[src/design/u16dec_pkg.sv]
`timescale 1ns / 1ps
`default_nettype none
// ----------------------------------------------------------------------------
// u16dec_pkg
// Shared constants and types for the UTF-16LE stream decoder.
// ----------------------------------------------------------------------------
package u16dec_pkg;

  localparam int CP_W        = 21;
  localparam int QUEUE_DEPTH = 4;

  localparam logic [15:0] HI_SUR_FIRST = 16'hD800;
  localparam logic [15:0] HI_SUR_LAST  = 16'hDBFF;
  localparam logic [15:0] LO_SUR_FIRST = 16'hDC00;
  localparam logic [15:0] LO_SUR_LAST  = 16'hDFFF;
  localparam logic [20:0] SUPP_BASE    = 21'h10000;
  localparam logic [20:0] CP_MAX       = 21'h10FFFF;

  // What the back end emits for the current unit
  typedef enum logic [1:0] {
    K_NONE,
    K_UNIT,
    K_JOIN,
    K_END
  } cur_kind_t;

  // One queued command: optional release of a held high surrogate, then
  // at most one result for the current unit.
  typedef struct packed {
    logic       rel;
    logic [9:0] hi_bits;
    cur_kind_t  kind;
    logic [15:0] unit;
    logic       fin;
  } cmd_t;

endpackage
`default_nettype wire

[src/design/u16dec_front.sv]
`timescale 1ns / 1ps
`default_nettype none
// ----------------------------------------------------------------------------
// u16dec_front
// Pairs bytes into 16-bit units, tracks a held high surrogate and queues
// at most one command per unit or stream end.
// ----------------------------------------------------------------------------
module u16dec_front (
  input  wire logic               clk,
  input  wire logic               rst,
  input  wire logic               join_pairs,
  input  wire logic               in_valid,
  output logic                    in_ready,
  input  wire logic [7:0]         in_byte,
  input  wire logic               in_last,
  input  wire logic               q_ready,
  output logic                    push,
  output u16dec_pkg::cmd_t        push_cmd
);

  logic       byte_phase;
  logic [7:0] held_low_byte;
  logic       pend_valid;
  logic [9:0] pend_bits;

  logic       byte_phase_next;
  logic       pend_valid_next;
  logic [9:0] pend_bits_next;

  logic        accept;
  logic [15:0] unit;
  logic        is_hi;
  logic        is_lo;

  assign in_ready = q_ready;
  assign accept   = in_valid && in_ready;
  assign unit     = {in_byte, held_low_byte};
  assign is_hi    = (unit >= u16dec_pkg::HI_SUR_FIRST) && (unit <= u16dec_pkg::HI_SUR_LAST);
  assign is_lo    = (unit >= u16dec_pkg::LO_SUR_FIRST) && (unit <= u16dec_pkg::LO_SUR_LAST);

  always_comb begin
    push_cmd         = '0;
    push_cmd.hi_bits = pend_bits;
    push_cmd.unit    = unit;
    push_cmd.fin     = in_last;
    push_cmd.kind    = u16dec_pkg::K_NONE;
    byte_phase_next  = byte_phase;
    pend_valid_next  = pend_valid;
    pend_bits_next   = pend_bits;

    if (!byte_phase) begin
      byte_phase_next = 1'b1;
      if (in_last) begin
        // odd trailing byte: drop it, flush a held surrogate or mark the end
        push_cmd.rel  = pend_valid;
        push_cmd.kind = pend_valid ? u16dec_pkg::K_NONE : u16dec_pkg::K_END;
      end
    end else begin
      byte_phase_next = 1'b0;
      if (pend_valid && join_pairs && is_lo) begin
        push_cmd.kind   = u16dec_pkg::K_JOIN;
        pend_valid_next = 1'b0;
        pend_bits_next  = '0;
      end else begin
        push_cmd.rel    = pend_valid;
        pend_valid_next = 1'b0;
        pend_bits_next  = '0;
        if (join_pairs && is_hi && !in_last) begin
          pend_valid_next = 1'b1;
          pend_bits_next  = unit[9:0];
        end else begin
          push_cmd.kind = u16dec_pkg::K_UNIT;
        end
      end
    end

    if (in_last) begin
      byte_phase_next = 1'b0;
      pend_valid_next = 1'b0;
      pend_bits_next  = '0;
    end
  end

  assign push = accept && (push_cmd.rel || (push_cmd.kind != u16dec_pkg::K_NONE));

  always_ff @(posedge clk) begin
    if (rst) begin
      byte_phase <= 1'b0;
      pend_valid <= 1'b0;
      pend_bits  <= '0;
    end else if (accept) begin
      byte_phase <= byte_phase_next;
      pend_valid <= pend_valid_next;
      pend_bits  <= pend_bits_next;
    end
  end

  always_ff @(posedge clk) begin
    if (accept && !byte_phase) begin
      held_low_byte <= in_byte;
    end
  end

endmodule
`default_nettype wire

[src/design/u16dec_queue.sv]
`timescale 1ns / 1ps
`default_nettype none
// ----------------------------------------------------------------------------
// u16dec_queue
// Small command FIFO between the front and back ends.
// ----------------------------------------------------------------------------
module u16dec_queue #(
  parameter int DEPTH = u16dec_pkg::QUEUE_DEPTH
) (
  input  wire logic              clk,
  input  wire logic              rst,
  input  wire logic              push,
  input  wire u16dec_pkg::cmd_t  push_cmd,
  output logic                   not_full,
  input  wire logic              pop,
  output logic                   head_valid,
  output u16dec_pkg::cmd_t       head
);

  localparam int PW = (DEPTH > 1) ? $clog2(DEPTH) : 1;
  localparam int CW = $clog2(DEPTH + 1);

  u16dec_pkg::cmd_t mem [DEPTH];

  logic [PW-1:0] wr_ptr;
  logic [PW-1:0] rd_ptr;
  logic [CW-1:0] count;

  logic do_push;
  logic do_pop;

  assign not_full   = (count != CW'(DEPTH));
  assign head_valid = (count != '0);
  assign head       = mem[rd_ptr];
  assign do_push    = push && not_full;
  assign do_pop     = pop && head_valid;

  always_ff @(posedge clk) begin
    if (rst) begin
      wr_ptr <= '0;
      rd_ptr <= '0;
      count  <= '0;
    end else begin
      if (do_push) begin
        wr_ptr <= (wr_ptr == PW'(DEPTH - 1)) ? '0 : wr_ptr + 1'b1;
      end
      if (do_pop) begin
        rd_ptr <= (rd_ptr == PW'(DEPTH - 1)) ? '0 : rd_ptr + 1'b1;
      end
      if (do_push && !do_pop) begin
        count <= count + 1'b1;
      end else if (do_pop && !do_push) begin
        count <= count - 1'b1;
      end
    end
  end

  always_ff @(posedge clk) begin
    if (do_push) begin
      mem[wr_ptr] <= push_cmd;
    end
  end

endmodule
`default_nettype wire

[src/design/u16dec_back.sv]
`timescale 1ns / 1ps
`default_nettype none
// ----------------------------------------------------------------------------
// u16dec_back
// Expands queued commands into result words and holds them in the output
// register.
// ----------------------------------------------------------------------------
module u16dec_back (
  input  wire logic                         clk,
  input  wire logic                         rst,
  input  wire logic                         head_valid,
  input  wire u16dec_pkg::cmd_t             head,
  output logic                              pop,
  output logic                              out_valid,
  input  wire logic                         out_ready,
  output logic [u16dec_pkg::CP_W-1:0]       out_cp,
  output logic                              out_char,
  output logic                              out_last
);

  logic done_rel;
  logic done_rel_next;
  logic load;

  logic [u16dec_pkg::CP_W-1:0] res_cp;
  logic                        res_char;
  logic                        res_last;

  assign load = head_valid && (!out_valid || out_ready);

  always_comb begin
    res_cp        = '0;
    res_char      = 1'b1;
    res_last      = head.fin;
    pop           = 1'b0;
    done_rel_next = done_rel;
    if (head.rel && !done_rel) begin
      // release the held high surrogate first
      res_cp   = {5'd0, u16dec_pkg::HI_SUR_FIRST | {6'd0, head.hi_bits}};
      res_last = head.fin && (head.kind == u16dec_pkg::K_NONE);
      if (load) begin
        pop           = (head.kind == u16dec_pkg::K_NONE);
        done_rel_next = (head.kind != u16dec_pkg::K_NONE);
      end
    end else begin
      case (head.kind)
        u16dec_pkg::K_UNIT: res_cp = {5'd0, head.unit};
        u16dec_pkg::K_JOIN: res_cp = u16dec_pkg::SUPP_BASE + {1'b0, head.hi_bits, head.unit[9:0]};
        u16dec_pkg::K_END: begin
          res_cp   = '0;
          res_char = 1'b0;
        end
        default: begin
          res_cp   = '0;
          res_char = 1'b0;
        end
      endcase
      if (load) begin
        pop           = 1'b1;
        done_rel_next = 1'b0;
      end
    end
  end

  always_ff @(posedge clk) begin
    if (rst) begin
      out_valid <= 1'b0;
      done_rel  <= 1'b0;
    end else begin
      done_rel <= done_rel_next;
      if (load) begin
        out_valid <= 1'b1;
      end else if (out_ready) begin
        out_valid <= 1'b0;
      end
    end
  end

  always_ff @(posedge clk) begin
    if (load) begin
      out_cp   <= res_cp;
      out_char <= res_char;
      out_last <= res_last;
    end
  end

  a_end_mark: assert property (@(posedge clk) disable iff (rst)
    (out_valid && !out_char) |-> (out_last && (out_cp == '0)))
    else $error("bare end mark must carry last and a zero code point");

  a_cp_range: assert property (@(posedge clk) disable iff (rst)
    out_valid |-> (out_cp <= u16dec_pkg::CP_MAX))
    else $error("code point out of range");

  a_half_done: assert property (@(posedge clk) disable iff (rst)
    done_rel |-> (head_valid && head.rel && (head.kind != u16dec_pkg::K_NONE)))
    else $error("released surrogate without its pending unit command");

endmodule
`default_nettype wire

[src/design/utf16le_stream_decoder.sv]
`timescale 1ns / 1ps
`default_nettype none
// ----------------------------------------------------------------------------
// utf16le_stream_decoder
// UTF-16LE byte stream to code point decoder with surrogate pair joining.
// ----------------------------------------------------------------------------
// Takes one byte per cycle while the command queue has room and emits at most
// one result per cycle. A byte is classified combinationally in the front end;
// every second byte (or a final byte) queues at most one command, which the
// back end turns into one result, or two when a held high surrogate is released
// ahead of the current unit. The command queue (QUEUE_DEPTH entries) lets the
// input keep streaming while the output is stalled; results leave through a
// one-deep output register, loaded from the queue head.
// join_pairs resets to 1; the user must write it only while the stream is idle,
// as the block itself does not enforce this.
// ----------------------------------------------------------------------------
module utf16le_stream_decoder #(
  parameter int QUEUE_DEPTH = u16dec_pkg::QUEUE_DEPTH
) (
  input  wire logic        clk,
  input  wire logic        rst,
  // configuration: join_pairs
  input  wire logic        cfg_valid,
  output logic             cfg_ready,
  input  wire logic        cfg_data,
  // input bytes
  input  wire logic        s_axis_tvalid,
  output logic             s_axis_tready,
  input  wire logic [7:0]  s_axis_tdata,   // [7:0] byte_value
  input  wire logic        s_axis_tlast,   // last_byte
  // results
  output logic             m_axis_tvalid,
  input  wire logic        m_axis_tready,
  output logic [23:0]      m_axis_tdata,   // [20:0] code_point, [23:21] zero
  output logic [0:0]       m_axis_tuser,   // [0] char_valid
  output logic             m_axis_tlast    // last
);

  logic join_pairs;

  logic              push;
  u16dec_pkg::cmd_t  push_cmd;
  logic              q_ready;
  logic              pop;
  logic              head_valid;
  u16dec_pkg::cmd_t  head;

  logic [u16dec_pkg::CP_W-1:0] out_cp;
  logic                        out_char;

  assign cfg_ready = 1'b1;

  always_ff @(posedge clk) begin
    if (rst) begin
      join_pairs <= 1'b1;
    end else if (cfg_valid && cfg_ready) begin
      join_pairs <= cfg_data;
    end
  end

  u16dec_front u_front (
    .clk        (clk),
    .rst        (rst),
    .join_pairs (join_pairs),
    .in_valid   (s_axis_tvalid),
    .in_ready   (s_axis_tready),
    .in_byte    (s_axis_tdata),
    .in_last    (s_axis_tlast),
    .q_ready    (q_ready),
    .push       (push),
    .push_cmd   (push_cmd)
  );

  u16dec_queue #(
    .DEPTH (QUEUE_DEPTH)
  ) u_queue (
    .clk        (clk),
    .rst        (rst),
    .push       (push),
    .push_cmd   (push_cmd),
    .not_full   (q_ready),
    .pop        (pop),
    .head_valid (head_valid),
    .head       (head)
  );

  u16dec_back u_back (
    .clk        (clk),
    .rst        (rst),
    .head_valid (head_valid),
    .head       (head),
    .pop        (pop),
    .out_valid  (m_axis_tvalid),
    .out_ready  (m_axis_tready),
    .out_cp     (out_cp),
    .out_char   (out_char),
    .out_last   (m_axis_tlast)
  );

  assign m_axis_tdata = {3'd0, out_cp};
  assign m_axis_tuser = out_char;

endmodule
`default_nettype wire
[config.mk]
export PLATFORM = sky130hd
export DESIGN_NAME = utf16le_stream_decoder
export DESIGN_NICKNAME = d
export VERILOG_FILES = /design/src/design/u16dec_pkg.sv /design/src/design/u16dec_front.sv /design/src/design/u16dec_queue.sv /design/src/design/u16dec_back.sv /design/src/design/utf16le_stream_decoder.sv
export SDC_FILE = /design/constraint.sdc
export NUM_CORES = 1
export LEC_CHECK = 0
export ABC_AREA = 1
export ABC_CLOCK_PERIOD_IN_PS = 7100
export BUFFER_PORTS_ARGS = -buffer_cell sky130_fd_sc_hd__buf_2
export CORE_ASPECT_RATIO = 0.5
export CORE_MARGIN = 2
export CORE_UTILIZATION = 65
export CTS_BUF_LIST = sky130_fd_sc_hd__clkbuf_4
export DETAILED_ROUTE_END_ITERATION = 6
export PLACE_DENSITY = 0.91
export SLEW_MARGIN = 10
export SYNTH_ARGS = -nofsm -noshare
export SYNTH_HDL_FRONTEND = slang
export SYNTH_SLANG_ARGS = --single-unit
[constraint.sdc]
create_clock -name clk -period 7.1 [get_ports clk]
set_input_delay 0.355 -clock clk [delete_from_list [all_inputs] [get_ports clk]]
set_output_delay 0.355 -clock clk [all_outputs]
set_load 0.05 [all_outputs]
**Yosys cells after proc, flatten, opt, wreduce, memory -nomap -nowiden**

Memories as Yosys holds them, arrays and structs flattened. A register that Yosys moved wholly into a read port is not among the register bits.
Index checks and enable logic that the tools add are counted.

- Register bits: 53
- Memory bits (writable): 120
- Word-level logic and storage cells: 100
- Memories: 1

- $add $sub $neg: 5
- $lt $le $gt $ge: 4
- Equal/unequal tests: 5
- Muxes and demuxes: 38
- Reductions and logical operators: 33

Memories:

| memory | words | bits a word | rd ports | clocked after memory_dff | write ports | RTL line | source |
|---|---|---|---|---|---|---|---|
| u_queue.mem | 4 | 30 | 1 | 1 | 1 | u16dec_queue.sv:23 | `u16dec_pkg::cmd_t mem [DEPTH];` |

Operator list:

| operator | number |
|---|---|
| two-way mux 10 bit | 5 |
| one-hot mux 21 bit (2 select lines) | 1 |
| >= comparator 16 bit, second input constant | 2 |
| <= comparator 16 bit, second input constant | 2 |
| two-way mux 1 bit | 22 |
| adder 17 x 20 -> 21 bit, first input constant | 1 |
| logical AND 1 bit | 16 |
| two-way mux 2 bit | 8 |
| nonzero test 2 bit | 5 |
| == test 2 bit, second input constant | 3 |
| logical NOT 1 bit | 6 |
| two-way mux 3 bit | 2 |
| adder 2 x 1 -> 2 bit, second input constant | 2 |
| adder 3 x 1 -> 3 bit, second input constant | 1 |
| != test 3 bit, second input constant | 1 |
| nonzero test 3 bit | 1 |
| subtractor 3 x 1 -> 3 bit, second input constant | 1 |
| == test 2 x 1 -> 1 bit, second input constant | 1 |
| logical NOT 2 bit | 1 |
| logical OR 1 bit | 2 |
| AND reduction 2 bit | 1 |
| OR reduction 2 bit | 1 |

**Logic depth before layout (Yosys ltp)**

- Depth after elaboration: 15
- Gate-level depth with buffers: 18

**Modules after synthesis**

A second synthesis with hierarchy kept.

- Cells, all modules: 606
- Area, all modules: 7205.7 sq um

By module, submodules not included:

| module | times used | cells each | area each (sq um) |
|---|---|---|---|
| u16dec_queue | 1 | 360 | 5001.0 |
| u16dec_back | 1 | 125 | 1203.7 |
| u16dec_front | 1 | 109 | 915.9 |
| utf16le_stream_decoder | 1 | 12 | 85.1 |

**Worst setup path after synthesis**

No wires, ideal clock.

- Path type: register to register
- From: reg u_back.out_valid
- To: reg u_queue.count[1]
- Arrival: 3133 ps
- Data required time: 6980 ps
- Setup slack: 3847 ps
- Stages on the path, launching flop included: 10
- Path buffers: 0
- Period minus slack after synthesis: 3253 ps
- Cells stage by stage: dfxtp_1 > inv_1 > nor2_1 > a31oi_1 > nand2_1 > ha_1 > inv_1 > fa_1 > o21ai_0 > a21oi_1

- Cells in the longest elaborated chain, start to end: 9

RTL lines:

| item | RTL line | source |
|---|---|---|
| from (decl) | u16dec_back.sv:14 | `output logic out_valid,` |
| from (signal assigned) | u16dec_back.sv:67 | `out_valid <= 1'b0;` |
| from (signal assigned) | u16dec_back.sv:72 | `out_valid <= 1'b1;` |
| from (signal assigned) | u16dec_back.sv:74 | `out_valid <= 1'b0;` |
| logical NOT 1 bit (*) | u16dec_back.sv:29 | `assign load = head_valid && (!out_valid \|\| out_ready);` |
| logical OR 1 bit (*) | u16dec_back.sv:29 |  |
| logical AND 1 bit (*) | u16dec_back.sv:29 |  |
| named net u_back.load | u16dec_back.sv:23 | `logic load;` |
| two-way mux 1 bit, on equally long branches | u16dec_back.sv:58, u16dec_back.sv:41 |  |
| two-way mux 1 bit (*) | u16dec_back.sv:37 | `if (head.rel && !done_rel) begin` |
| logical AND 1 bit (*) | u16dec_queue.sv:36 | `assign do_pop = pop && head_valid;` |
| logical NOT 1 bit | u16dec_queue.sv:50 | `if (do_push && !do_pop) begin` |
| logical AND 1 bit | u16dec_queue.sv:50 |  |
| two-way mux 3 bit or nonzero test 2 bit (tied branches) | - |  |
| to (signal assigned) | u16dec_queue.sv:51 | `count <= count + 1'b1;` |
| to (signal assigned) | u16dec_queue.sv:53 | `count <= count - 1'b1;` |
| to (decl) | u16dec_queue.sv:27 | `logic [CW-1:0] count;` |

Mark *: on every way through the listed nets, which the timed path passes. The rest lies on a longest branch.
A chain may end at the register's enable or synchronous reset.

==> flow_summary.json <==
{
  "postLayoutCoreUtil_pct": 73.89,
  "finalWirelength_um": 15720,
  "max_slew.worst_pin.slew_ns": 1.222,
  "grt_max_degree": 62,
  "crit_arrival_ns": 5.21,
  "rows": 26,
  "layout_common_cells": "edfxtp_1 (151), nor2_1 (69), nand2_1 (66)",
  "drc_errors": 0,
  "finalCritPeriodShare_pct": 66.33,
  "start_util_pct": 67.69,
  "vias_per_cell": 6.328,
  "vias": 4803,
  "seqPwrFrac_pct": 44.1,
  "gr-total-overflow": 0,
  "clock_latency_ns": 0.56,
  "drive_above_1_share_pct": 14.86,
  "setup_viol": 0,
  "critPathSlowestCell": "clkinv_1",
  "ys_seq_area_share_pct": 71.84,
  "cts_made_buffers": 17,
  "place_congestion": 0.7741,
  "io_pins": 44,
  "clkSlewWorstSetupHoldPaths_ns": 0.14,
  "coreArea_mm2": 0.01031,
  "synthCells": 568,
  "critPathRequiredTime_ns": 7.60,
  "postLayoutCellArea_mm2": 0.007620,
  "powerDensity_mw_per_mm2": 414.8,
  "finalNetCount": 632,
  "pwr-share-clk_pct": 20.5,
  "synth_cell_types": 31,
  "firstDrtPassIters": 6,
  "max_stage_delay_ns": 1.23,
  "path_class": "reg -> reg",
  "dp.cells": 725,
  "critPathLaunchType": "flip-flop",
  "p_sw_mw": 1.261,
  "root_buffer": "clkbuf_4",
  "ys_seq_elements": 175,
  "clock-sinks": 175,
  "final_cells": 759,
  "hp-class": "in -> reg",
  "die_w_um": 150.6,
  "die_y_um": 77.28,
  "rsz0062_at_grt": "false",
  "worst_hold_path.endpoint": "u_queue.mem[3][9]",
  "htree_levels": 4,
  "ys_warn_count": 0,
  "crit_path_max_fanout": 38,
  "syn_to_final_growth_pct": 9.159,
  "routedWlPerCell_um": 20.71,
  "worst-r2r-cell-count": 15,
  "cts_tree": "done",
  "period_minus_slack_ns": 4.709,
  "r2r_setup_slack_ns": 2.39,
  "fillers": 576,
  "grt_pass1_wl_um": 24320,
  "end_kind": "flip-flop",
  "synth_top_area_cell": "edfxtp_1",
  "finClkSkew_ns": 0.01590,
  "antenna_cells": 0,
  "path_cells": "clkinv_1 -> a32oi_1 -> inv_1 -> ha_1 -> inv_1 -> nand2_1 -> nand2_1 -> ha_1 -> inv_1 -> fa_1 -> nor2_1 -> nor2_1 -> nand2_1 -> o21ai_0 -> a21oi_1",
  "intPower_mw": 1.899,
  "die_area_mm2": 0.01163,
  "setup_tns_ns": 0,
  "ant_nets": 0,
  "final_common_cell": "edfxtp_1",
  "grt_pass1_vias": 4555,
  "synth_area_mm2": 0.006980,
  "syn_area_per_cell_um2": 12.29,
  "antenna_found_initial": 0,
  "cap_viol_max_count": 0,
  "hold_viol": 0,
  "synth_area_leaders": "edfxtp_1 (65%), dfxtp_1 (6.9%), o21ai_0 (4.6%), nor2_1 (3.9%), nand2_1 (3.5%)",
  "grt_use_total_pct": 28.63,
  "status": "finished clean",
  "max_freq_ghz": 0.2123,
  "irDropWorstVdd_uv": 252.9,
  "dp_hpwl_um": 8939,
  "relSlewSlack_pct": 18.01,
  "drtIter0Drc": 842,
  "p_sw_share_pct": 39.91,
  "clockBufferDepth": 2,
  "place_area_mm2": 0.007264,
  "timing.rr.end": "u_queue.count[2]",
  "hp-start": "s_axis_tdata[0]",
  "finalPower_mw": 3.160,
  "slew_viol_final": 0,
  "whs_path_depth": 1,
  "netlist.area_leader.share_pct": 64.96,
  "io_buffers": 39,
  "p_leak_nw": 2.905,
  "combPwrFrac_pct": 35.4
}
==> logic make-up (layout without fill, tap and decap cells) <==
| group | Yosys count | in the layout | share of synthesized area [%] |
|---|---|---|---|
| xor gates and xnor gates | 1 | 1 | 0.1255 |
| adders and majority gates | 11 | 11 | 2.079 |
| buffers and inverters | 78 | 127 | 4.804 |
| and+or+nand+nor | 182 | 182 | 11.11 |
| AOI/OAI and AO/OA | 119 | 119 | 9.930 |
| other | 2 | 4 | 0.1076 |
| DFF | 175 | 175 | 71.84 |
==> power groups by stage <==
stage | Clock [mW] | Sequential, mW | Combinational [mW]
6_report | 0.649 | 1.39 | 1.12
5_1_grt | 0.681 | 1.41 | 1.20
4_1_cts | 0.644 | 1.39 | 1.10
3_5_place_dp | 0 | 1.41 | 1.08
3_3_place_gp | 0 | 1.40 | 1.03
2_1_floorplan | 0 | 1.65 | 0.572
==> metrics by stage <==
stage / hold slack, ns / worst slack (ns)
2_1_floorplan: 0.4539 / 3.847
3_3_place_gp: 0.4790 / 3.464
3_5_place_dp: 0.4906 / 3.231
4_1_cts: 0.01526 / 3.096
5_1_grt: 0.01724 / 2.113
6_report: 0.03419 / 2.391
==> area by class of cell <==
type | instances | area (µm²) | area share (%)
Timing Repair Buffer | 47 | 260.3 | 3.415
Tap cell | 140 | 175.2 | 2.299
Multi-Input combinational cell | 317 | 1658 | 21.76
Clock inverter | 14 | 196.4 | 2.578
Inverter | 48 | 180.2 | 2.365
Clock buffer | 18 | 135.1 | 1.773
Sequential cell | 175 | 5015 | 65.81
==> sequential cells by signal, indices dropped and copies added, names as in the netlist, named ones only <==
| register | cells |
|---|---|
| join_pairs | 1 |
| u_back.done_rel | 1 |
| u_back.out_char | 1 |
| u_back.out_cp | 21 |
| u_back.out_last | 1 |
| u_back.out_valid | 1 |
| u_front.byte_phase | 1 |
| u_front.held_low_byte | 8 |
| u_front.pend_bits | 10 |
| u_front.pend_valid | 1 |
| u_queue.count | 3 |
| u_queue.mem | 120 |
| u_queue.rd_ptr | 2 |
| u_queue.wr_ptr | 2 |
==> how the worst max path moves through the flow <==
stage                                 from               end  slack (ns)  cells after the start
after global placement           flip-flop  u_queue.count[2]        3.46                     15
after CTS                        flip-flop  u_queue.count[2]        3.10                     15
after floorplan           u_back.out_valid  u_queue.count[1]        3.85                      9
after global routing             flip-flop  u_queue.count[2]        2.11                     15
final                            flip-flop  u_queue.count[2]        2.39                     15
after detailed placement         flip-flop  u_queue.count[2]        3.23                     15
==> timing repair <==
action | CTS | global route
hold buffers | 2 | 0
endpoints found under the hold margin | 1 | 0
setup buffers | 0 | 0
resized for setup | 0 | 0
==> Yosys cell counts <==
| master | n |
|---|---|
| a21oi_1 | 14 |
| a31oi_1 | 1 |
| a32o_1 | 6 |
| a32oi_1 | 2 |
| and2_1 | 1 |
| buf_1 | 1 |
| buf_2 | 10 |
| buf_4 | 6 |
| buf_6 | 1 |
| clkbuf_1 | 12 |
| conb_1 | 2 |
| dfxtp_1 | 24 |
| edfxtp_1 | 151 |
| fa_1 | 1 |
| ha_1 | 10 |
| inv_1 | 46 |
| inv_2 | 2 |
| nand2_1 | 66 |
| nand3_1 | 36 |
| nand4_1 | 1 |
| nor2_1 | 73 |
| nor2_8 | 2 |
| nor3_1 | 1 |
| nor3_2 | 1 |
| o211ai_2 | 4 |
| o21ai_0 | 64 |
| o21ai_1 | 7 |
| o21ai_2 | 1 |
| o22ai_1 | 20 |
| or2_2 | 1 |
| xor2_1 | 1 |
==> metal layers <==
| layer | GRT usage, % | part of all wire (%) |
|---|---|---|
| met1 | 39.19 | 37 |
| met2 | 44.36 | 47 |
| met3 | 7.976 | 14 |
| met4 | 10.66 | 3.0 |
| met5 | 0 | 0 |
==> critical path, delay by kind of cell (launching register included) <==
family,cells,cell delay [ns]
buf+inv,4,1.52
flops,1,0.89
compound gates,3,0.92
fa+ha+maj,3,0.83
simple gates,5,0.49
(Power assumes the default switching activity.)
